`src/sv/mqm_pkg.sv`:
```
// Shared types and codes for the multi-queue mailbox.
`default_nettype none
package mqm_pkg;

  // Fixed field widths.
  localparam int OpW   = 3;
  localparam int IdW   = 8;
  localparam int LenW  = 12;
  localparam int ByteW = 8;
  localparam int StW   = 4;

  // Operation codes.
  localparam logic [OpW-1:0] OpAlloc     = 3'd0;
  localparam logic [OpW-1:0] OpSendStart = 3'd1;
  localparam logic [OpW-1:0] OpSendByte  = 3'd2;
  localparam logic [OpW-1:0] OpReceive   = 3'd3;
  localparam logic [OpW-1:0] OpDestroy   = 3'd4;

  // Status codes.
  localparam logic [StW-1:0] StOk        = 4'd0;
  localparam logic [StW-1:0] StBadId     = 4'd1;
  localparam logic [StW-1:0] StFull      = 4'd2;
  localparam logic [StW-1:0] StBadLen    = 4'd3;
  localparam logic [StW-1:0] StEmpty     = 4'd4;
  localparam logic [StW-1:0] StBufSmall  = 4'd5;
  localparam logic [StW-1:0] StNotEmpty  = 4'd6;
  localparam logic [StW-1:0] StNoneFree  = 4'd7;
  localparam logic [StW-1:0] StNoSend    = 4'd8;

  // Commands from the controller to the datapath.
  typedef struct packed {
    logic exec;     // execute the input word presented this cycle
    logic rx_step;  // emit the next receive byte into the output register
  } mqm_cmd_t;

  // Status from the datapath to the controller.
  typedef struct packed {
    logic out_free; // output register empty or being taken this cycle
    logic rx_go;    // current input word is a receive that passes its checks
    logic rx_last;  // byte being emitted is the final one of the receive
  } mqm_sts_t;

endpackage
`default_nettype wire

```
`src/sv/mqm_ctrl.sv`:
```
// Controller state machine that sequences input words and receive bursts.
`default_nettype none
module mqm_ctrl (
  input  wire logic              clk_i,
  input  wire logic              rst_ni,
  input  wire logic              in_valid_i,
  output logic                   in_ready_o,
  input  wire mqm_pkg::mqm_sts_t sts_i,
  output mqm_pkg::mqm_cmd_t      cmd_o
);
  import mqm_pkg::*;

  typedef enum logic {
    S_IDLE,
    S_RX
  } state_e;

  state_e state_q;

  // Commands follow from the state and the datapath status.
  always_comb begin
    in_ready_o     = (state_q == S_IDLE) && sts_i.out_free;
    cmd_o.exec     = in_ready_o && in_valid_i;
    cmd_o.rx_step  = (state_q == S_RX) && sts_i.out_free;
  end

  // State register.
  always_ff @(posedge clk_i or negedge rst_ni) begin
    if (!rst_ni) begin
      state_q <= S_IDLE;
    end else begin
      case (state_q)
        S_IDLE: begin
          if (cmd_o.exec && sts_i.rx_go) begin
            state_q <= S_RX;
          end
        end
        S_RX: begin
          if (cmd_o.rx_step && sts_i.rx_last) begin
            state_q <= S_IDLE;
          end
        end
        default: begin
          state_q <= S_IDLE;
        end
      endcase
    end
  end

endmodule
`default_nettype wire

```
`src/sv/mqm_dp.sv`:
```
// Datapath: queue pointers, send state, message memory and output register.
`default_nettype none
module mqm_dp #(
  parameter int NUM_QUEUES        = 2,
  parameter int SLOTS_PER_QUEUE   = 10,
  parameter int MAX_MESSAGE_BYTES = 256,
  parameter int RECEIVE_BYTES     = 10,
  localparam int QIW = (NUM_QUEUES > 1) ? $clog2(NUM_QUEUES) : 1
) (
  input  wire logic                                clk_i,
  input  wire logic                                rst_ni,
  input  wire mqm_pkg::mqm_cmd_t                   cmd_i,
  output mqm_pkg::mqm_sts_t                        sts_o,
  input  wire logic [mqm_pkg::OpW-1:0]             operation_i,
  input  wire logic signed [mqm_pkg::IdW-1:0]      queue_id_i,
  input  wire logic [mqm_pkg::LenW-1:0]            length_i,
  input  wire logic [mqm_pkg::ByteW-1:0]           data_byte_i,
  input  wire logic                                out_ready_i,
  output logic                                     out_valid_o,
  output logic [mqm_pkg::StW-1:0]                  status_o,
  output logic [QIW-1:0]                           granted_queue_o,
  output logic [mqm_pkg::ByteW-1:0]                out_byte_o,
  output logic                                     last_o
);
  import mqm_pkg::*;

  localparam int Keep     = RECEIVE_BYTES - 1;
  localparam int TW       = $clog2(SLOTS_PER_QUEUE);
  localparam int CW       = $clog2(SLOTS_PER_QUEUE + 1) + 1;
  localparam int RW       = $clog2(MAX_MESSAGE_BYTES);
  localparam int LW       = $clog2(RECEIVE_BYTES);
  localparam int MemDepth = NUM_QUEUES * SLOTS_PER_QUEUE * Keep;
  localparam int AW       = $clog2(MemDepth);
  localparam int SlotSpan = SLOTS_PER_QUEUE * Keep;

  localparam logic signed [CW-1:0] CntZero = '0;
  localparam logic signed [CW-1:0] CntOne  = CW'(1);
  localparam logic signed [CW-1:0] CntFull = CW'(SLOTS_PER_QUEUE);
  localparam logic signed [CW-1:0] CntDead = '1;
  localparam logic [TW-1:0] TailLast = TW'(SLOTS_PER_QUEUE - 1);
  localparam logic [LW-1:0] PosKeep  = LW'(Keep);
  localparam logic [LW-1:0] IdxLast  = LW'(RECEIVE_BYTES - 1);
  localparam logic [LenW:0] LenMax   = (LenW + 1)'(MAX_MESSAGE_BYTES);
  localparam logic [LenW:0] LenRx    = (LenW + 1)'(RECEIVE_BYTES);
  localparam logic [IdW-1:0] NumQ    = IdW'(NUM_QUEUES);

  // Queue state.
  logic [TW-1:0]        head_q [NUM_QUEUES];
  logic [TW-1:0]        tail_q [NUM_QUEUES];
  logic signed [CW-1:0] fill_q [NUM_QUEUES];
  logic [LW-1:0]        slot_len_q [NUM_QUEUES][SLOTS_PER_QUEUE];

  // Open send.
  logic          open_q;
  logic [QIW-1:0] sq_q;
  logic [RW-1:0] rem_q;
  logic [LW-1:0] pos_q;

  // Receive burst.
  logic [LW-1:0] rx_n_q;
  logic [LW-1:0] rx_idx_q;
  logic          rx_stop_q;
  logic [AW-1:0] rx_addr_q;

  // Message memory.
  logic [ByteW-1:0] mem [MemDepth];
  logic [ByteW-1:0] rd_data_q;

  // Output register.
  logic             ov_q;
  logic [StW-1:0]   ost_q;
  logic [QIW-1:0]   ogq_q;
  logic [ByteW-1:0] obyte_q;
  logic             olast_q;

  logic                 id_ok;
  logic [QIW-1:0]       q;
  logic signed [CW-1:0] cnt;
  logic [TW-1:0]        head_sel;
  logic [LW-1:0]        head_len;
  logic                 found;
  logic [QIW-1:0]       gidx;
  logic                 do_alloc, do_start, start_commit, do_byte, byte_commit;
  logic                 do_destroy, rx_go, commit, single;
  logic [QIW-1:0]       cq;
  logic [LW-1:0]        pos_nxt, clen;
  logic [StW-1:0]       res_st;
  logic [ByteW-1:0]     rx_byte;
  logic                 rx_last, rx_more;
  logic                 we, re;
  logic [AW-1:0]        waddr, raddr;

  // Queue selection and allocate search.
  always_comb begin
    id_ok    = !queue_id_i[IdW-1] && ({1'b0, queue_id_i[IdW-2:0]} < NumQ);
    q        = id_ok ? queue_id_i[QIW-1:0] : '0;
    cnt      = fill_q[q];
    head_sel = head_q[q];
    head_len = slot_len_q[q][head_sel];
    found    = 1'b0;
    gidx     = '0;
    for (int i = NUM_QUEUES - 1; i >= 0; i--) begin
      if (fill_q[i] == CntZero) begin
        found = 1'b1;
        gidx  = QIW'(i);
      end
    end
  end

  // Operation decode with its checks, in check order.
  always_comb begin
    do_alloc     = 1'b0;
    do_start     = 1'b0;
    do_byte      = 1'b0;
    do_destroy   = 1'b0;
    rx_go        = 1'b0;
    single       = 1'b1;
    res_st       = StOk;
    case (operation_i)
      OpAlloc: begin
        do_alloc = found;
        res_st   = found ? StOk : StNoneFree;
      end
      OpSendStart: begin
        if (!id_ok) begin
          res_st = StBadId;
        end else if (cnt >= CntFull) begin
          res_st = StFull;
        end else if ({1'b0, length_i} >= LenMax) begin
          res_st = StBadLen;
        end else begin
          do_start = 1'b1;
        end
      end
      OpSendByte: begin
        do_byte = open_q;
        res_st  = open_q ? StOk : StNoSend;
      end
      OpReceive: begin
        if (!id_ok) begin
          res_st = StBadId;
        end else if (cnt <= CntZero) begin
          res_st = StEmpty;
        end else if ({1'b0, length_i} < LenRx) begin
          res_st = StBufSmall;
        end else begin
          rx_go  = 1'b1;
          single = 1'b0;
        end
      end
      OpDestroy: begin
        if (!id_ok) begin
          res_st = StBadId;
        end else if (cnt > CntZero) begin
          res_st = StNotEmpty;
        end else begin
          do_destroy = 1'b1;
        end
      end
      default: begin
        single = 1'b0;
      end
    endcase
    pos_nxt      = (pos_q == PosKeep) ? pos_q : pos_q + LW'(1);
    start_commit = do_start && (length_i == '0);
    byte_commit  = do_byte && (rem_q == RW'(1));
    commit       = start_commit || byte_commit;
    cq           = start_commit ? q : sq_q;
    clen         = start_commit ? '0 : pos_nxt;
  end

  // Receive byte shaping: C string cut at the first zero, then zero padded.
  always_comb begin
    rx_byte = (!rx_stop_q && (rx_idx_q < rx_n_q)) ? rd_data_q : '0;
    rx_last = (rx_idx_q == IdxLast);
    rx_more = ({1'b0, rx_idx_q} + (LW + 1)'(1)) < {1'b0, rx_n_q};
  end

  // Memory port control.
  always_comb begin
    we    = cmd_i.exec && do_byte && (pos_q < PosKeep);
    waddr = AW'(sq_q) * AW'(SlotSpan) + AW'(tail_q[sq_q]) * AW'(Keep) + AW'(pos_q);
    re    = 1'b0;
    raddr = rx_addr_q + AW'(1);
    if (cmd_i.exec && rx_go) begin
      re    = (head_len != '0);
      raddr = AW'(q) * AW'(SlotSpan) + AW'(head_sel) * AW'(Keep);
    end else if (cmd_i.rx_step) begin
      re = rx_more;
    end
  end

  // Message memory: one write and one registered read port.
  always_ff @(posedge clk_i) begin
    if (we) begin
      mem[waddr] <= data_byte_i;
    end
    if (re) begin
      rd_data_q <= mem[raddr];
    end
  end

  // Slot lengths, written at commit.
  always_ff @(posedge clk_i) begin
    if (cmd_i.exec && commit) begin
      slot_len_q[cq][tail_q[cq]] <= clen;
    end
  end

  // Receive burst payload.
  always_ff @(posedge clk_i) begin
    if (cmd_i.exec && rx_go) begin
      rx_n_q    <= head_len;
      rx_idx_q  <= '0;
      rx_stop_q <= 1'b0;
      rx_addr_q <= raddr;
    end else if (cmd_i.rx_step) begin
      rx_idx_q  <= rx_idx_q + LW'(1);
      rx_stop_q <= rx_stop_q || (rx_byte == '0);
      rx_addr_q <= raddr;
    end
  end

  // Queue pointers, counts and send state.
  always_ff @(posedge clk_i or negedge rst_ni) begin
    if (!rst_ni) begin
      for (int i = 0; i < NUM_QUEUES; i++) begin
        head_q[i] <= '0;
        tail_q[i] <= '0;
        fill_q[i] <= CntZero;
      end
      open_q <= 1'b0;
      sq_q   <= '0;
      rem_q  <= '0;
      pos_q  <= '0;
    end else if (cmd_i.exec) begin
      if (do_alloc) begin
        head_q[gidx] <= '0;
        tail_q[gidx] <= '0;
      end
      // A zero-length send commits at once and leaves nothing open.
      if (do_start) begin
        open_q <= !start_commit;
        sq_q   <= q;
        rem_q  <= length_i[RW-1:0];
        pos_q  <= '0;
      end
      if (do_byte) begin
        pos_q <= pos_nxt;
        rem_q <= rem_q - RW'(1);
        if (byte_commit) begin
          open_q <= 1'b0;
        end
      end
      if (commit) begin
        tail_q[cq] <= (tail_q[cq] == TailLast) ? '0 : tail_q[cq] + TW'(1);
        fill_q[cq] <= fill_q[cq] + CntOne;
      end
      if (rx_go) begin
        head_q[q] <= (head_sel == TailLast) ? '0 : head_sel + TW'(1);
        fill_q[q] <= cnt - CntOne;
      end
      if (do_destroy) begin
        fill_q[q] <= CntDead;
      end
    end
  end

  // Output register valid.
  always_ff @(posedge clk_i or negedge rst_ni) begin
    if (!rst_ni) begin
      ov_q <= 1'b0;
    end else if ((cmd_i.exec && single) || cmd_i.rx_step) begin
      ov_q <= 1'b1;
    end else if (out_ready_i) begin
      ov_q <= 1'b0;
    end
  end

  // Output register payload.
  always_ff @(posedge clk_i) begin
    if (cmd_i.rx_step) begin
      ost_q   <= StOk;
      ogq_q   <= '0;
      obyte_q <= rx_byte;
      olast_q <= rx_last;
    end else if (cmd_i.exec && single) begin
      ost_q   <= res_st;
      ogq_q   <= do_alloc ? gidx : '0;
      obyte_q <= '0;
      olast_q <= 1'b1;
    end
  end

  assign sts_o.out_free  = !ov_q || out_ready_i;
  assign sts_o.rx_go     = rx_go;
  assign sts_o.rx_last   = rx_last;
  assign out_valid_o     = ov_q;
  assign status_o        = ost_q;
  assign granted_queue_o = ogq_q;
  assign out_byte_o      = obyte_q;
  assign last_o          = olast_q;

endmodule
`default_nettype wire

```
`src/sv/multi_queue_mailbox.sv`:
```
// Top level of the multi-queue mailbox: controller plus datapath.
//
// Input channel (in_valid_i/in_ready_o) carries one command word: operation,
// queue id, length and data byte. Output channel (out_valid_o/out_ready_i)
// carries result words: status, granted queue, byte and a last flag.
// Every defined command except a successful receive yields exactly one result
// word, registered and visible the cycle after the command is accepted; such
// commands are accepted one per cycle while the output register drains.
// A successful receive yields RECEIVE_BYTES result words, last set on the
// final one. The first passes through the registered read port of the message
// memory and then the output register; the rest follow one per cycle while
// the receiver takes them. No command is accepted until the final word is in
// the output register. Unused operation codes are accepted and yield no result.
// When the receiver stalls, the output register holds its word and input
// acceptance stops until that word is taken.
// Reset clears all queue pointers and counts and closes any open send;
// message memory contents are not cleared and need no clearing pass.
`default_nettype none
module multi_queue_mailbox #(
  parameter int NUM_QUEUES        = 2,
  parameter int SLOTS_PER_QUEUE   = 10,
  parameter int MAX_MESSAGE_BYTES = 256,
  parameter int RECEIVE_BYTES     = 10,
  localparam int QIW = (NUM_QUEUES > 1) ? $clog2(NUM_QUEUES) : 1
) (
  input  wire logic                           clk_i,
  input  wire logic                           rst_ni,
  input  wire logic                           in_valid_i,
  output logic                                in_ready_o,
  input  wire logic [mqm_pkg::OpW-1:0]        operation_i,
  input  wire logic signed [mqm_pkg::IdW-1:0] queue_id_i,
  input  wire logic [mqm_pkg::LenW-1:0]       length_i,
  input  wire logic [mqm_pkg::ByteW-1:0]      data_byte_i,
  output logic                                out_valid_o,
  input  wire logic                           out_ready_i,
  output logic [mqm_pkg::StW-1:0]             status_o,
  output logic [QIW-1:0]                      granted_queue_o,
  output logic [mqm_pkg::ByteW-1:0]           out_byte_o,
  output logic                                last_o
);
  import mqm_pkg::*;

  mqm_cmd_t cmd;
  mqm_sts_t sts;

  // Sequencing.
  mqm_ctrl u_ctrl (
    .clk_i      (clk_i),
    .rst_ni     (rst_ni),
    .in_valid_i (in_valid_i),
    .in_ready_o (in_ready_o),
    .sts_i      (sts),
    .cmd_o      (cmd)
  );

  // Queue storage and result formation.
  mqm_dp #(
    .NUM_QUEUES        (NUM_QUEUES),
    .SLOTS_PER_QUEUE   (SLOTS_PER_QUEUE),
    .MAX_MESSAGE_BYTES (MAX_MESSAGE_BYTES),
    .RECEIVE_BYTES     (RECEIVE_BYTES)
  ) u_dp (
    .clk_i           (clk_i),
    .rst_ni          (rst_ni),
    .cmd_i           (cmd),
    .sts_o           (sts),
    .operation_i     (operation_i),
    .queue_id_i      (queue_id_i),
    .length_i        (length_i),
    .data_byte_i     (data_byte_i),
    .out_ready_i     (out_ready_i),
    .out_valid_o     (out_valid_o),
    .status_o        (status_o),
    .granted_queue_o (granted_queue_o),
    .out_byte_o      (out_byte_o),
    .last_o          (last_o)
  );

endmodule
`default_nettype wire

```
`config.mk`:
```
export PLATFORM = sky130hd
export DESIGN_NAME = multi_queue_mailbox
export DESIGN_NICKNAME = d
export VERILOG_FILES = /design/src/sv/mqm_pkg.sv /design/src/sv/mqm_ctrl.sv /design/src/sv/mqm_dp.sv /design/src/sv/multi_queue_mailbox.sv
export SDC_FILE = /design/constraint.sdc
export NUM_CORES = 2
export LEC_CHECK = 0
export BUFFER_PORTS_ARGS = -buffer_cell sky130_fd_sc_hd__buf_4
export CAP_MARGIN = 20
export CORE_MARGIN = 4
export CORE_UTILIZATION = 60
export DETAILED_ROUTE_END_ITERATION = 8
export PLACE_DENSITY = 0.76
export SYNTH_ARGS = -nofsm -noshare
export SYNTH_HDL_FRONTEND = slang
export SYNTH_HIERARCHICAL = 1
export SYNTH_SLANG_ARGS = --single-unit
```
`constraint.sdc`:
```
create_clock -name clk_i -period 5.3 [get_ports clk_i]
set_input_delay 0.795 -clock clk_i [delete_from_list [all_inputs] [get_ports clk_i]]
set_output_delay 0.795 -clock clk_i [all_outputs]
set_load 0.02 [all_outputs]
```
# Yosys cells after proc, flatten, opt, wreduce, memory -nomap -nowiden
# Memories as Yosys holds them, arrays and structs flattened. A register that Yosys moved wholly into a read port is not among the register bits.
# Index checks and enable logic that the tools add are counted.
# op_classes
n_mul,4
bitwise,11
div,0
n_shift,0
magnitude_cmp,19
n_reduce_logical,38
mux,109
eq_ne,9
n_addsub,12
# op_table
cell,count
$mux 8,14
$mux 4,27
$mux 10,5
$mux 40,1
$mux 5,8
$mux 1,36
$bwmux 10,2
$pmux 4 s5,1
$logic_and 1x1->1,17
$add 4x1->4 const B,4
$add 8x8->8,2
$and 8x8->8,2
$bmux 4 s4,1
$bwmux 8,2
$demux 4 s4,1
$eq 4x4->1 const B,4
$mul 4x4->8 const B,2
$ge 5x5->1 const B,3
$mul 1x6->7 const B,2
$demux 4 s1,3
$ge 12x9->1 const B,1
$logic_not 12->1,1
$lt 12x4->1 const B,1
$demux 5 s1,2
other kinds (36),60
# totals
input_bits,35
reg_bits,73
wordCells,224
rom_bits,0
ram_bits,1520
out_inout_bits,16
latchBits,0
n_memories,2
# mem_list
name,words,width,rd,rd_clocked_by_memory_dff,wr,line,rtl
u_dp.mem,180,8,1,1,1,mqm_dp.sv:66,logic [ByteW-1:0] mem [MemDepth];
u_dp.slot_len_q,2,40,1,0,1,mqm_dp.sv:51,logic [LW-1:0] slot_len_q [NUM_QUEUES][SLOTS_PER_QUEUE];

# Logic depth before layout (Yosys ltp)
# logic_depth
word_depth,26
depth_mapped,27
ltp_nobuf,19

# Hierarchy
# Netlist, hierarchy kept.
# by_module_without_submodules
module,n_inst,cells_per_inst,area_per_inst_um2,seq_area_each_um2
mqm_dp,1,4602,65440.3,47740.8
mqm_ctrl,1,6,63.8,25.0

# Worst setup path after synthesis
# Ideal clock, no wire load.
# synth_path
path_kind,in2reg
startpoint,input queue_id_i[5] in the netlist's numbering
endpoint,register u_dp.rd_data_q[4] (read register of u_dp.mem) (data pin)
path_stages,21
setup_slack_ns,-0.506
setup_ns,0.264
t_arrival_ns,5.542
path_cell_list,or4b_1 -> clkbuf_1 -> nor2_2 -> inv_1 -> a21o_1 -> inv_1 -> buf_1 -> fa_1 -> inv_1 -> ha_1 -> a31o_2 -> a211oi_1 -> o22ai_1 -> mux2_2 -> a21oi_1 -> buf_2 -> nand3_1 -> a2111oi_0 -> nor3_1 -> nor4_1 -> nor4_1
# synth_between
elab_chain_len,13
elab_cells_between_ends,26
cone_classes,add/sub (1); mul (2); order compare (2); mux (15); bitwise (2); reduce/logical (3); memory (1)
# synth_rtl
element,line,rtl
"start, declared",multi_queue_mailbox.sv:31,"input wire logic signed [mqm_pkg::IdW-1:0] queue_id_i,"
$lt 7x2->1 (*),mqm_dp.sv:95,"id_ok = !queue_id_i[IdW-1] && ({1'b0, queue_id_i[IdW-2:0]} < NumQ);"
$logic_and 1x1->1 (*),mqm_dp.sv:95,
"parallel branches: the longest is 10 deep, another holds $mul 4x4->8",-,
$mux 8 (*),mqm_dp.sv:185,if (cmd_i.exec && rx_go) begin
net u_dp.raddr[7],mqm_dp.sv:91,"logic [AW-1:0] waddr, raddr;"
"end, declared",mqm_dp.sv:67,logic [ByteW-1:0] rd_data_q;
# Mark *: on every way through the listed nets, which the timed path passes. The select of a mux whose other input is x is not followed.
# A chain may end at the register's enable or synchronous reset.

# Worst setup path in the final report
# layout_path
startpoint,input queue_id_i[5] in the netlist's numbering
endpoint,register u_dp.rd_data_q[1] (read register of u_dp.mem) (data pin)
# layout_between
elab_chain_len,13
elab_cells_between_ends,26
cone_classes,add/sub (1); mul (2); order compare (2); mux (15); bitwise (2); reduce/logical (3); memory (1)
# layout_rtl
element,line
$lt 7x2->1 (*),mqm_dp.sv:95
$logic_and 1x1->1 (*),mqm_dp.sv:95
"parallel branches: the longest is 11 deep, another holds $mul 4x4->8",-
# Mark *: on every way between the ends. The select of a mux whose other input is x is not followed.

==> summary.md <==
| Metric | Value |
|---|---|
| CP Launch Point | queue_id_i[5] |
| Core area | 108000 um^2 |
| Initial core utilization | 60.8% |
| Max-slew violation count | 0 |
| Fin nets | 5138 |
| EDFF count, synth | 1549 |
| #FFs+latches synth | 1601 |
| Status | finished, final reports clean |
| Area after DPL | 71100 um^2 |
| Hold crit path type | in2async |
| Critical path startpoint category | input pin |
| Max clock buf depth | 3 |
| Post-DRT Antenna Nets | 0 |
| Mapped cell area | 65500 um^2 |
| CTS Root Cell | clkbuf_16 |
| Largest net degree at the start of global routing | 82 |
| Die ar. | 115000 um^2 |
| Leakage | 26.8 nW |
| Num CTS Buffers | 157 |
| Final Cell Area | 76200 um^2 |
| Maximum capacitance violations | 0 |
| I/O pin total | 51 |
| Clock sink count | 1601 |
| Synth Instances | 4608 |
| Fmax | 191 MHz |
| Final hold violations | 0 |
| Busiest layer in global routing | met2 |
| Overflow after GRT | 0 |
| Post-DP HPWL | 112000 um |
| CP required | 5.78 ns |
| Avg Cell Area, Syn | 14.2 um^2 |
| Sequential element share of the synthesized area | 72.9% |
| Final setup vio count | 0 |
| Clock Skews | 0.0499 ns |
| Cts hold-fix bufs | 0 |
| Layout filler cell count | 6744 |
| Pre-CTS setup slack | -1.05 ns |
| Number of global-route vias before repair | 41300 |
| Met1 Use GR | 41.7% |
| Final setup margin | 0.0618 ns |
| PwrDens | 331 nW/um^2 |
| Slew HR | 33.8% |
| Minimum clock period | 5.24 ns |
| Worst slew pin tran | 0.993 ns |
| Vias/cell | 6.48 |
| Worst Setup EP | u_dp/rd_data_q[1] |
| Async set-reset flop share out of synthesis | 2.62% |
| Arr. time, crit path | 5.72 ns |
| 1st-iter DRT viols | 5639 |
| Clock latency on the worst-skew pair | 0.77 ns |
| Syn. warnings | 6 |
| Initial antenna violation count | 4 |
| Synth top area share | 71.0% |
| CP Class | in2reg |
| Reg2reg end | u_dp/mem[91][1] |
| Drt pass-1 iters | 6 |
| Area leader, netlist | edfxtp_1 |
| Distinct cells, synth | 82 |
| Die Height | 338 um |
| DRC errors left | 0 |
| Mapped Nets | 4683 |
| Number of cell rows | 120 |
| Fraction of layout cells with a size suffix above 1 | 17.7% |
| Drt wl/cell | 26.6 um |
| RSZ-0062 raised after global routing | yes |
| Total track usage | 30.2% |
| Layout area overhead | 16.3% |
| VDD IR max | 0.273 mV |
| Crit Path Max Fanout | 17 |
| DIE WIDTH | 338 um |
| Final period util | 98.8% |
| Primary FF master, synth | edfxtp_1 |
| Reg2reg path depth | 16 |
| Routed wire length | 175000 um |
| CTS H-Tree Depth | 4 |
| CP endpoint kind | flop |
| First-pass GRT wire length | 261000 um |
| Tot Pwr | 25.3 mW |
| Clock transition at path regs | 0.06 ns |
| R2r setup slk | 0.41 ns |
| Number of setup buffers added after CTS | 0 |
| Gpl congestion | 0.936 |
| R2r startpoint | u_dp/sq_q |
| CTS tree | built |
| Met2 usage | 47.6% |
| IO Port Bufs | 50 |
| Largest cells by area after synthesis | edfxtp_1 (71%), mux2i_1 (4.1%), nand2_1 (4.0%) |
| Via Count | 42700 |
| Met3 usage | 6.53% |
==> cells in the mapped netlist (all sizes together), types with 17 or more instances <==
cell type	count
a21oi	233
o2111ai	18
xnor2	18
buf	136
mux4	25
o22ai	95
nor4	52
edfxtp	1549
ha	35
nand4	21
o21ai	120
nand2	692
dfrtp	42
a211oi	55
nor3	47
a221oi	33
nor2	261
mux2i	270
clkbuf	153
inv	43
a21o	18
nand3	323
nor2b	35
mux2	37
a22oi	64
o221ai	17
==> flip-flops by register name, summed over array words and instances (netlist names), 4 cells and up <==
name             cells
u_dp/head_q          8
u_dp/fill_q         10
u_dp/rx_n_q          4
u_dp/rx_addr_q       8
u_dp/mem          1440
u_dp/rd_data_q       8
u_dp/rx_idx_q        4
u_dp/slot_len_q     80
u_dp/tail_q          8
u_dp/status_o        4
u_dp/pos_q           4
u_dp/out_byte_o      8
u_dp/rem_q           8
==> where the power goes <==
part           switching (mW)  total (mW)  internal [mW]  leakage (nW)
logic                   0.533       0.772          0.239          9.87
clock network            4.62        10.6           5.96          2.34
registers              0.0229        13.9           13.9          14.6
total                    5.18        25.3           20.1          26.8
==> logic make-up (layout without fill, tap and decap cells) <==
logic type | after synthesis | in the layout | share of synthesized area (%)
compound gates | 760 | 760 | 7.55
xor+xnor | 30 | 30 | 0.401
fa+ha+maj | 40 | 40 | 0.821
buf+inv | 333 | 909 | 2.43
flops | 1601 | 1601 | 72.9
mux | 332 | 332 | 5.65
other cells | 0 | 6 | 0
simple gates | 1512 | 1512 | 10.2
==> final cells by class <==
type / instances / area (um^2) / area share, %
Antenna cell: 6 / 15.0 / 0.0197
Multi-Input combinational cell: 2674 / 16500 / 21.6
Tap cell: 1403 / 1760 / 2.30
Timing Repair Buffer: 585 / 5130 / 6.73
Inverter: 44 / 191 / 0.251
Sequential cell: 1601 / 47800 / 62.7
Clock buffer: 202 / 4170 / 5.47
Clock inverter: 78 / 679 / 0.892
==> cell usage in the layout, fill, tap and decap left out, types with 17 or more instances in the layout <==
master / count
a21o_1: 18
clkbuf_1: 40
o2111ai_1: 18
o22ai_1: 95
a211oi_1: 55
nor3_1: 41
nand4_1: 21
mux2_2: 34
mux2i_1: 262
o21ai_0: 119
clkinv_1: 31
nor2_1: 255
nand3_1: 323
mux4_2: 25
inv_1: 38
clkinv_2: 20
nor4_1: 44
a22oi_1: 64
clkbuf_16: 159
buf_4: 518
xnor2_1: 18
a221oi_1: 33
o221ai_1: 17
nor2b_1: 34
ha_1: 34
buf_12: 56
a21oi_1: 230
dfrtp_1: 42
nand2_1: 691
edfxtp_1: 1549
==> through the flow <==
step	cells	hold slack (ns)	TNS, ns	utilization (%)
2_1_floorplan	4608	0.442	-0.00762	-
3_3_place_gp	6306	0.455	-6.45	66.1
3_5_place_dp	6307	0.461	-7.27	66.1
4_1_cts	6587	0.0165	0	70.6
5_1_grt	6588	0.0571	-0.0781	70.8
6_report	6593	0.0387	0	70.8
==> worst max-delay path, cell delays in order <==
cell	delay, ns
buf_4	0.11
or4b_1	0.60
nor2_4	0.20
inv_2	0.08
mux2i_1	0.22
ha_2	0.24
or3b_2	0.44
o211ai_1	0.12
a211o_1	0.29
clkinv_4	0.13
mux2_8	0.41
buf_4	0.34
mux2_2	0.41
a22oi_1	0.20
o2111ai_1	0.21
and3b_1	0.27
nor4_4	0.49
nor4_1	0.11
==> how the worst min path moves through the flow <==
stage,start,slack (ns),depth (start not counted),endpoint
2_1_floorplan,u_dp/rx_stop_q,0.44,2,u_dp/rx_stop_q
5_1_grt,rst_ni,0.06,1,u_dp/fill_q[5]
6_report,rst_ni,0.04,1,u_dp/fill_q[9]
4_1_cts,rst_ni,0.02,1,u_dp/fill_q[9]
3_5_place_dp,u_dp/status_o[2],0.46,2,u_dp/status_o[2]
3_3_place_gp,u_dp/rx_stop_q,0.46,2,u_dp/rx_stop_q
==> what timing repair did <==
| item | 4_1_cts | 5_1_grt |
|---|---|---|
| endpoints found under the setup margin | 7 | 32 |
| cloned | 0 | 0 |
| pin swaps | 0 | 6 |
| resized for setup | 8 | 30 |
==> layer usage <==
layer  vias to the layer above  wire [um]
met5                         -         11
met3                       409      20800
met1                     21000      64400
met2                      2787      83100
met4                         2       7060
li1                      18500          -
(Power assumes the default switching activity.)
